$ cat config.mk
export PLATFORM = sky130hd
export DESIGN_NAME = glyph_coverage_source_over_blend_unit
export DESIGN_NICKNAME = d
export VERILOG_FILES = /design/src/hw/rtl/gcsob_pkg.sv /design/src/hw/rtl/gcsob_csr.sv /design/src/hw/rtl/glyph_coverage_source_over_blend_unit.sv
export SDC_FILE = /design/constraint.sdc
export NUM_CORES = 2
export LEC_CHECK = 0
export ABC_AREA = 1
export BUFFER_PORTS_ARGS = -buffer_cell sky130_fd_sc_hd__buf_2
export CAP_MARGIN = 25
export CELL_PAD_IN_SITES_DETAIL_PLACEMENT = 0
export CELL_PAD_IN_SITES_GLOBAL_PLACEMENT = 1
export CORE_UTILIZATION = 40
export DETAILED_ROUTE_END_ITERATION = 12
export GPL_ROUTABILITY_DRIVEN = 1
export PLACE_DENSITY_LB_ADDON = 0.1
export SLEW_MARGIN = 20
export SYNTH_ARGS = -nofsm -noshare
export SYNTH_HDL_FRONTEND = slang
export SYNTH_SLANG_ARGS = --single-unit
export TNS_END_PERCENT = 1
$ cat constraint.sdc
create_clock -name clock -period 13.4 [get_ports clock]
set_input_delay 2.68 -clock clock [delete_from_list [all_inputs] [get_ports clock]]
set_output_delay 2.68 -clock clock [all_outputs]
set_load 0.01 [all_outputs]
$ cat src/hw/rtl/gcsob_pkg.sv
// Shared types, codes and arithmetic helpers for the glyph coverage blend unit.
// No dependencies; used by gcsob_csr, the top level and the checker.
package gcsob_pkg;

   // configuration register index (word address paddr[3:2])
   typedef enum logic [1:0] {
      REG_STYLE_COLOR   = 2'd0,
      REG_RASTER_FORMAT = 2'd1,
      REG_SURFACE_ORDER = 2'd2
   } reg_index_type;

   // texel formats; the unused code decodes as BGRA color
   localparam logic [1:0] FMT_ALPHA8 = 2'd0;
   localparam logic [1:0] FMT_LCD    = 2'd1;
   localparam logic [1:0] FMT_BGRA   = 2'd2;

   localparam logic CMD_FILL  = 1'b0;
   localparam logic CMD_GLYPH = 1'b1;

   localparam logic ORDER_RGBA = 1'b0;

   localparam logic [7:0] FULL = 8'hFF;

   typedef struct packed {
      logic [31:0] style_color;
      logic [1:0]  raster_format;
      logic        surface_order;
   } cfg_type;

   typedef struct packed {
      logic [7:0] r;
      logic [7:0] g;
      logic [7:0] b;
      logic [7:0] a;
   } px_type;

   // round(x*y/255): floor(v/255) for v < 65536 is (v + 1 + (v >> 8)) >> 8
   function automatic logic [7:0] mul255(input logic [7:0] x, input logic [7:0] y);
      logic [15:0] v;
      logic [15:0] t;
      v = 16'(x) * 16'(y) + 16'd127;
      t = v + 16'd1 + {8'd0, v[15:8]};
      return t[15:8];
   endfunction

   // saturating add of two bytes
   function automatic logic [7:0] sat_add(input logic [7:0] x, input logic [7:0] y);
      logic [8:0] s;
      s = {1'b0, x} + {1'b0, y};
      return s[8] ? FULL : s[7:0];
   endfunction

endpackage

$ cat src/hw/rtl/gcsob_csr.sv
// APB-style configuration registers for the glyph coverage blend unit.
// Depends on gcsob_pkg for the register index codes and cfg_type.
module gcsob_csr (
   input  logic                clock,
   input  logic                reset,
   input  logic                psel,
   input  logic                penable,
   input  logic                pwrite,
   input  logic [3:0]          paddr,
   input  logic [31:0]         pwdata,
   output logic [31:0]         prdata,
   output logic                pready,
   output gcsob_pkg::cfg_type  cfg
);

   gcsob_pkg::cfg_type       cfg_ff;
   gcsob_pkg::cfg_type       cfg_in;
   gcsob_pkg::reg_index_type index;
   logic                     wr_en;

   assign index  = gcsob_pkg::reg_index_type'(paddr[3:2]);
   assign wr_en  = psel && penable && pwrite;
   assign pready = 1'b1;
   assign cfg    = cfg_ff;

   always_comb begin
      cfg_in = cfg_ff;
      if (wr_en) begin
         unique case (index)
            gcsob_pkg::REG_STYLE_COLOR:   cfg_in.style_color   = pwdata;
            gcsob_pkg::REG_RASTER_FORMAT: cfg_in.raster_format = pwdata[1:0];
            gcsob_pkg::REG_SURFACE_ORDER: cfg_in.surface_order = pwdata[0];
            default: ;
         endcase
      end
   end

   always_comb begin
      unique case (index)
         gcsob_pkg::REG_STYLE_COLOR:   prdata = cfg_ff.style_color;
         gcsob_pkg::REG_RASTER_FORMAT: prdata = {30'd0, cfg_ff.raster_format};
         gcsob_pkg::REG_SURFACE_ORDER: prdata = {31'd0, cfg_ff.surface_order};
         default:                      prdata = 32'd0;
      endcase
   end

   always_ff @(posedge clock) begin
      if (reset) begin
         cfg_ff <= '0;
      end else begin
         cfg_ff <= cfg_in;
      end
   end

endmodule

$ cat src/hw/rtl/glyph_coverage_source_over_blend_unit.sv
// Top level of the glyph coverage source-over blend unit: four-stage pipeline.
// Depends on gcsob_pkg and gcsob_csr.
//
// Usage:
//   The request channel (req_valid / req_stall) carries one pixel command per
//   transfer: fill or glyph, the atlas texel and the current destination pixel.
//   The response channel (rsp_valid / rsp_stall) returns the blended pixel and
//   a write flag; a glyph whose source alpha is zero comes back unchanged with
//   the write flag low.
//   Style color, texel format and surface byte order sit in the APB registers
//   (0x0, 0x4, 0x8); change them only while no pixel is in flight.
//   Throughput: one pixel per cycle while the response is not stalled; the
//   stages are source alpha, source color, destination scaling, and
//   add/saturate/pack, each at most one 8x8 multiply deep.
//   A stalled response freezes every stage at once and raises req_stall in the
//   same cycle, so nothing is dropped or repeated; bubbles stay in place.
//   Reset clears the valid flags and the APB registers and empties the pipeline.
module glyph_coverage_source_over_blend_unit (
   input  logic        clock,
   input  logic        reset,
   input  logic        req_valid,
   output logic        req_stall,
   input  logic        req_command,
   input  logic [31:0] req_texel_word,
   input  logic [31:0] req_destination_pixel,
   output logic        rsp_valid,
   input  logic        rsp_stall,
   output logic [31:0] rsp_blended_pixel,
   output logic        rsp_write_enable,
   input  logic        psel,
   input  logic        penable,
   input  logic        pwrite,
   input  logic [3:0]  paddr,
   input  logic [31:0] pwdata,
   output logic [31:0] prdata,
   output logic        pready
);

   gcsob_pkg::cfg_type cfg;

   gcsob_csr u_csr (
      .clock   (clock),
      .reset   (reset),
      .psel    (psel),
      .penable (penable),
      .pwrite  (pwrite),
      .paddr   (paddr),
      .pwdata  (pwdata),
      .prdata  (prdata),
      .pready  (pready),
      .cfg     (cfg)
   );

   logic advance;

   // stage 1: source alpha, multiply operands for color, unpacked destination
   logic               s1_valid_ff, s1_valid_in;
   logic               s1_cmd_ff, s1_cmd_in;
   logic [7:0]         s1_alpha_ff, s1_alpha_in;
   gcsob_pkg::px_type  s1_x_ff, s1_x_in;       // a lane unused
   gcsob_pkg::px_type  s1_y_ff, s1_y_in;       // a lane unused
   logic               s1_y_alpha_ff, s1_y_alpha_in;
   gcsob_pkg::px_type  s1_dst_ff, s1_dst_in;
   logic [31:0]        s1_dword_ff;

   // stage 2: premultiplied source, inverse alpha
   logic               s2_valid_ff;
   gcsob_pkg::px_type  s2_src_ff, s2_src_in;
   logic [7:0]         s2_inv_ff, s2_inv_in;
   logic               s2_skip_ff, s2_skip_in;
   gcsob_pkg::px_type  s2_dst_ff;
   logic [31:0]        s2_dword_ff;

   // stage 3: destination scaled by inverse alpha
   logic               s3_valid_ff;
   gcsob_pkg::px_type  s3_src_ff;
   gcsob_pkg::px_type  s3_dm_ff, s3_dm_in;
   logic               s3_skip_ff;
   logic [31:0]        s3_dword_ff;

   // stage 4: output register
   logic               rsp_valid_ff;
   logic [31:0]        rsp_pixel_ff, rsp_pixel_in;
   logic               rsp_we_ff;

   assign advance   = !(rsp_valid_ff && rsp_stall);
   assign req_stall = !advance;

   assign rsp_valid         = rsp_valid_ff;
   assign rsp_blended_pixel = rsp_pixel_ff;
   assign rsp_write_enable  = rsp_we_ff;

   // ---------------- stage 1 ----------------
   logic [7:0]        sr, sg, sb, sa;
   logic [7:0]        t0, t1, t2, t3;
   logic [7:0]        cov_max;
   logic [7:0]        ax, ay;
   gcsob_pkg::px_type cp;

   always_comb begin
      sr = cfg.style_color[31:24];
      sg = cfg.style_color[23:16];
      sb = cfg.style_color[15:8];
      sa = cfg.style_color[7:0];
      t0 = req_texel_word[7:0];
      t1 = req_texel_word[15:8];
      t2 = req_texel_word[23:16];
      t3 = req_texel_word[31:24];
      cov_max = (t0 > t1) ? t0 : t1;
      cov_max = (cov_max > t2) ? cov_max : t2;

      // style color premultiplied by style alpha
      cp.r = gcsob_pkg::mul255(sr, sa);
      cp.g = gcsob_pkg::mul255(sg, sa);
      cp.b = gcsob_pkg::mul255(sb, sa);
      cp.a = sa;

      // multiplying by 255 is exact, so pass-through lanes reuse the multiplier
      ax             = sa;
      ay             = gcsob_pkg::FULL;
      s1_x_in        = cp;
      s1_y_in        = {4{gcsob_pkg::FULL}};
      s1_y_alpha_in  = 1'b0;
      if (req_command == gcsob_pkg::CMD_GLYPH) begin
         case (cfg.raster_format)
            gcsob_pkg::FMT_ALPHA8: begin
               ay            = t3;
               s1_x_in       = {sr, sg, sb, sa};
               s1_y_alpha_in = 1'b1;
            end
            gcsob_pkg::FMT_LCD: begin
               ay      = cov_max;
               s1_y_in = {t0, t1, t2, gcsob_pkg::FULL};
            end
            default: begin
               ax            = t3;
               s1_x_in       = {t2, t1, t0, t3};
               s1_y_alpha_in = 1'b1;
            end
         endcase
      end
      s1_alpha_in = gcsob_pkg::mul255(ax, ay);

      s1_dst_in.g = req_destination_pixel[15:8];
      s1_dst_in.a = req_destination_pixel[31:24];
      if (cfg.surface_order == gcsob_pkg::ORDER_RGBA) begin
         s1_dst_in.r = req_destination_pixel[7:0];
         s1_dst_in.b = req_destination_pixel[23:16];
      end else begin
         s1_dst_in.r = req_destination_pixel[23:16];
         s1_dst_in.b = req_destination_pixel[7:0];
      end

      s1_valid_in = req_valid;
      s1_cmd_in   = req_command;
   end

   // ---------------- stage 2 ----------------
   gcsob_pkg::px_type yy;

   always_comb begin
      yy = s1_y_alpha_ff ? {4{s1_alpha_ff}} : s1_y_ff;
      s2_src_in.r = gcsob_pkg::mul255(s1_x_ff.r, yy.r);
      s2_src_in.g = gcsob_pkg::mul255(s1_x_ff.g, yy.g);
      s2_src_in.b = gcsob_pkg::mul255(s1_x_ff.b, yy.b);
      s2_src_in.a = s1_alpha_ff;
      s2_inv_in   = gcsob_pkg::FULL - s1_alpha_ff;
      s2_skip_in  = (s1_cmd_ff == gcsob_pkg::CMD_GLYPH) && (s1_alpha_ff == 8'd0);
   end

   // ---------------- stage 3 ----------------
   always_comb begin
      s3_dm_in.r = gcsob_pkg::mul255(s2_dst_ff.r, s2_inv_ff);
      s3_dm_in.g = gcsob_pkg::mul255(s2_dst_ff.g, s2_inv_ff);
      s3_dm_in.b = gcsob_pkg::mul255(s2_dst_ff.b, s2_inv_ff);
      s3_dm_in.a = gcsob_pkg::mul255(s2_dst_ff.a, s2_inv_ff);
   end

   // ---------------- stage 4 ----------------
   gcsob_pkg::px_type ov;

   always_comb begin
      ov.r = gcsob_pkg::sat_add(s3_src_ff.r, s3_dm_ff.r);
      ov.g = gcsob_pkg::sat_add(s3_src_ff.g, s3_dm_ff.g);
      ov.b = gcsob_pkg::sat_add(s3_src_ff.b, s3_dm_ff.b);
      ov.a = gcsob_pkg::sat_add(s3_src_ff.a, s3_dm_ff.a);
      if (s3_skip_ff) begin
         rsp_pixel_in = s3_dword_ff;
      end else if (cfg.surface_order == gcsob_pkg::ORDER_RGBA) begin
         rsp_pixel_in = {ov.a, ov.b, ov.g, ov.r};
      end else begin
         rsp_pixel_in = {ov.a, ov.r, ov.g, ov.b};
      end
   end

   // control
   always_ff @(posedge clock) begin
      if (reset) begin
         s1_valid_ff  <= 1'b0;
         s2_valid_ff  <= 1'b0;
         s3_valid_ff  <= 1'b0;
         rsp_valid_ff <= 1'b0;
      end else if (advance) begin
         s1_valid_ff  <= s1_valid_in;
         s2_valid_ff  <= s1_valid_ff;
         s3_valid_ff  <= s2_valid_ff;
         rsp_valid_ff <= s3_valid_ff;
      end
   end

   // payload
   always_ff @(posedge clock) begin
      if (advance) begin
         s1_cmd_ff     <= s1_cmd_in;
         s1_alpha_ff   <= s1_alpha_in;
         s1_x_ff       <= s1_x_in;
         s1_y_ff       <= s1_y_in;
         s1_y_alpha_ff <= s1_y_alpha_in;
         s1_dst_ff     <= s1_dst_in;
         s1_dword_ff   <= req_destination_pixel;

         s2_src_ff     <= s2_src_in;
         s2_inv_ff     <= s2_inv_in;
         s2_skip_ff    <= s2_skip_in;
         s2_dst_ff     <= s1_dst_ff;
         s2_dword_ff   <= s1_dword_ff;

         s3_src_ff     <= s2_src_ff;
         s3_dm_ff      <= s3_dm_in;
         s3_skip_ff    <= s2_skip_ff;
         s3_dword_ff   <= s2_dword_ff;

         rsp_pixel_ff  <= rsp_pixel_in;
         rsp_we_ff     <= !s3_skip_ff;
      end
   end

endmodule

==> impl_summary.log <==
INFO  metric die-width = roughly 330 um
INFO  metric cts_repair_resize_count = 0
INFO  metric post_synth_num_cell_types = between 70 and 80
INFO  metric cell_at_the_slowest_stage_of_the_critical_path = sky130_fd_sc_hd__fa_1
INFO  metric synth-edff-count = 325
INFO  metric clock_insertion_delay_worst_skew = about 0.64 ns
INFO  metric finalMaxSlewViolations = 0
INFO  metric route.vias.total = ~33000
INFO  metric synth-main-ff-cell = sky130_fd_sc_hd__edfxtp_1
INFO  metric netlist_area = roughly 43000 um2
INFO  metric wl = around 110000 um
INFO  metric synth_top_area_cell = sky130_fd_sc_hd__edfxtp_1
INFO  metric hold_violations = 0
INFO  metric drtPass1Iterations = 5
INFO  metric timing.critical_path.to_type = register
INFO  metric postSynthNetCount = about 6300
INFO  metric layout.cell_area.non_filler = 47300 um2
INFO  metric cts.path.max_buffers = 3
INFO  metric syn_to_final_growth = 8.89%
INFO  metric crit_path_start_kind = primary input
INFO  metric grt_util_all_layers = roughly a fifth
INFO  metric avg_wl_per_cell = around 17 um
INFO  metric syn_avg_cell_area = 8.34 um2
INFO  metric timing.final.setup_violations = 0
INFO  metric grt_overflow_total = 0
INFO  metric num_rows = between 100 and 150
INFO  metric post_dp_cell_area = 45600 um2
INFO  metric final_layout_size_suffix_gt1_share = around 7.0%
INFO  metric antenna_violating_nets_post_route = 0
INFO  metric period_needed = between 10 and 15 ns
INFO  metric layoutNonFillerInstCount = 6737
INFO  metric maxClockFrequency = 94.1 MHz
INFO  metric core_area = about 110000 um2
INFO  metric synth_area_leaders = sky130_fd_sc_hd__edfxtp_1, sky130_fd_sc_hd__fa_1, sky130_fd_sc_hd__ha_1
INFO  metric number_of_buffers_added_for_setup_after_cts = 0
INFO  metric worst-setup-path-type = in2reg
INFO  metric worstRegToRegCells = 25
INFO  metric drt-initial-drc-count = ~1500
INFO  metric synthDominantCellAreaShare = 22.5%
INFO  metric numPortBuffers = between 150 and 200
INFO  metric rsz0062_at_grt = false
INFO  metric total_half_perimeter_wirelength_after_legalization_and_detailed_placement = slightly above 90000 um
INFO  metric cts_hold_repair.buffers = 0
INFO  metric clk_transition_reported_paths = 0.07 ns
INFO  metric crit_required = 13.77 ns
INFO  metric antenna_found_initial = 5
INFO  metric placedCellCount = ~6700
INFO  metric timing.max_cap.violations = 0
INFO  metric synth_seq_cells = 364
INFO  metric die-area = 110000 um2
INFO  metric design.final.nets = 6370
INFO  metric cts_tree = done
INFO  metric number_of_global_route_vias_before_repair = 34144
INFO  metric timing.max_slew.rel_slack = approximately two fifths
INFO  metric synthArstFlopShare = 0%
INFO  metric start_util = about two fifths
INFO  metric layout_commonest_cell = sky130_fd_sc_hd__nand2_1
INFO  metric die_height = about 330 um
INFO  metric gpl.final_weighted_congestion = around 0.84
INFO  metric critical-path-top-cell-by-count = sky130_fd_sc_hd__nand2_1
INFO  metric final_cell_mix = sky130_fd_sc_hd__nand2_1, sky130_fd_sc_hd__inv_1, sky130_fd_sc_hd__ha_1
INFO  metric grt_pass1_wl = roughly 180000 um
INFO  metric clock_sink_count = ~360
INFO  metric synthesis.yosys.warnings = 0
INFO  metric finalSetupTns = 0 ns
INFO  metric post_synth_inst_count = between 5000 and 6000
INFO  metric root_buffer = sky130_fd_sc_hd__clkbuf_16
INFO  metric final.period_utilization = between 70% and 80%
INFO  metric yosysSeqAreaShare = 24.3%
INFO  metric io-pin-count = about 180
INFO  metric cts-buffers-inserted = 45
INFO  metric worst_slew_pin_slew = a little over 0.9 ns
INFO  metric hold-path-cell-count = 0
INFO  metric worst-endpoint-arrival = roughly 11 ns
INFO  metric htree_num_levels = 2
INFO  metric hp-class = reg2reg
INFO  metric run_status = finished clean
INFO  metric worst_clock_skew = 0.0409 ns
INFO  metric drc_errors = 0
INFO  metric avgViaCountPerCell = between 4 and 5
INFO  metric worstPathMaxFanout = 15
INFO  metric grt_max_degree = between 100 and 150
INFO  metric critical_path.max_stage_delay = around 0.55 ns
## worst max-delay path, delay by kind of cell
kind / cells / cell delay (ns)
AO/OA/AOI/OAI: 10 / 1.87
adder cells (fa/ha/maj): 8 / 3.33
buffers and inverters: 9 / 0.88
AND/OR/NAND/NOR: 18 / 1.77
XOR/XNOR: 1 / 0.45
## metrics by stage
stage          hold WS [ns]  util (%)  setup WS, ns
2_1_floorplan         0.400         -          3.39
3_3_place_gp          0.401      42.5          2.13
3_5_place_dp          0.405      42.5          2.16
4_1_cts               0.401      44.0          2.83
5_1_grt               0.409      44.0          2.12
6_report              0.402      44.0          2.77
## flip-flops by register name (all words and copies together) (netlist names), 8 cells and up
signal / count
s2_dst_ff: 31
s3_dword_ff: 32
s1_dst_ff: 31
rsp_blended_pixel: 32
s2_inv_ff: 8
u_csr.cfg: 35
s3_src_ff: 32
s1_alpha_ff: 8
s1_y_ff: 24
s1_x_ff: 24
s2_dword_ff: 17
s3_dm_ff: 32
s2_src_ff: 32
s1_dword_ff: 17
## kinds of logic (layout without fill, tap and decap cells)
group	after synthesis	in the layout	share of synthesized area [%]
compound gates	540	540	7.55
xor+xnor	153	153	3.34
fa+ha+maj	964	964	35.8
buf+inv	1291	1416	11.3
flops	364	364	24.3
other cells	1	2	0.00864
simple gates	1895	1895	17.7
## layer usage
layer	vias up	wire, um	track usage (%)	share of wire (%)
li1	16413	-	-	-
met1	15603	50100	26.8	45
met2	427	54800	36.8	49
met3	136	3120	2.08	2.8
met4	6	3360	6.29	3.0
met5	-	36	0	0.032
## cell usage after synthesis (all sizes together), types with 14 or more instances
master / count
clkbuf: 121
a21oi: 241
ha: 498
xnor2: 43
a211oi: 49
o21ai: 126
a32oi: 19
or2: 27
dfxtp: 39
fa: 466
edfxtp: 325
nor3: 37
nand3: 156
xor2: 110
a21o: 17
nand2: 1269
buf: 37
nand4: 25
o211ai: 24
inv: 1131
nor2: 358
o21bai: 14
## layout make-up
type,count,area [um2]
Clock inverter,35,435
Multi-Input combinational cell,3553,28000
Timing Repair Buffer,201,1150
Clock buffer,47,1130
Inverter,1133,4250
Sequential cell,364,10500
Fill cell,10858,60100
Antenna cell,1,2.50
Tap cell,1403,1760
## worst paths after layout
path / from / endpoint / slack, ns
min reg2reg: s2_src_ff[20] / s3_src_ff[20] / 0.40
min: s2_src_ff[20] / s3_src_ff[20] / 0.40
max: req_texel_word[15] / s1_alpha_ff[5] / 2.77
max reg2reg: u_csr.cfg[2] / s1_alpha_ff[5] / 5.99
Power is left out: the tool's default activity adds up to more than one toggle a clock period on the data nets, which glitch-free logic cannot reach.
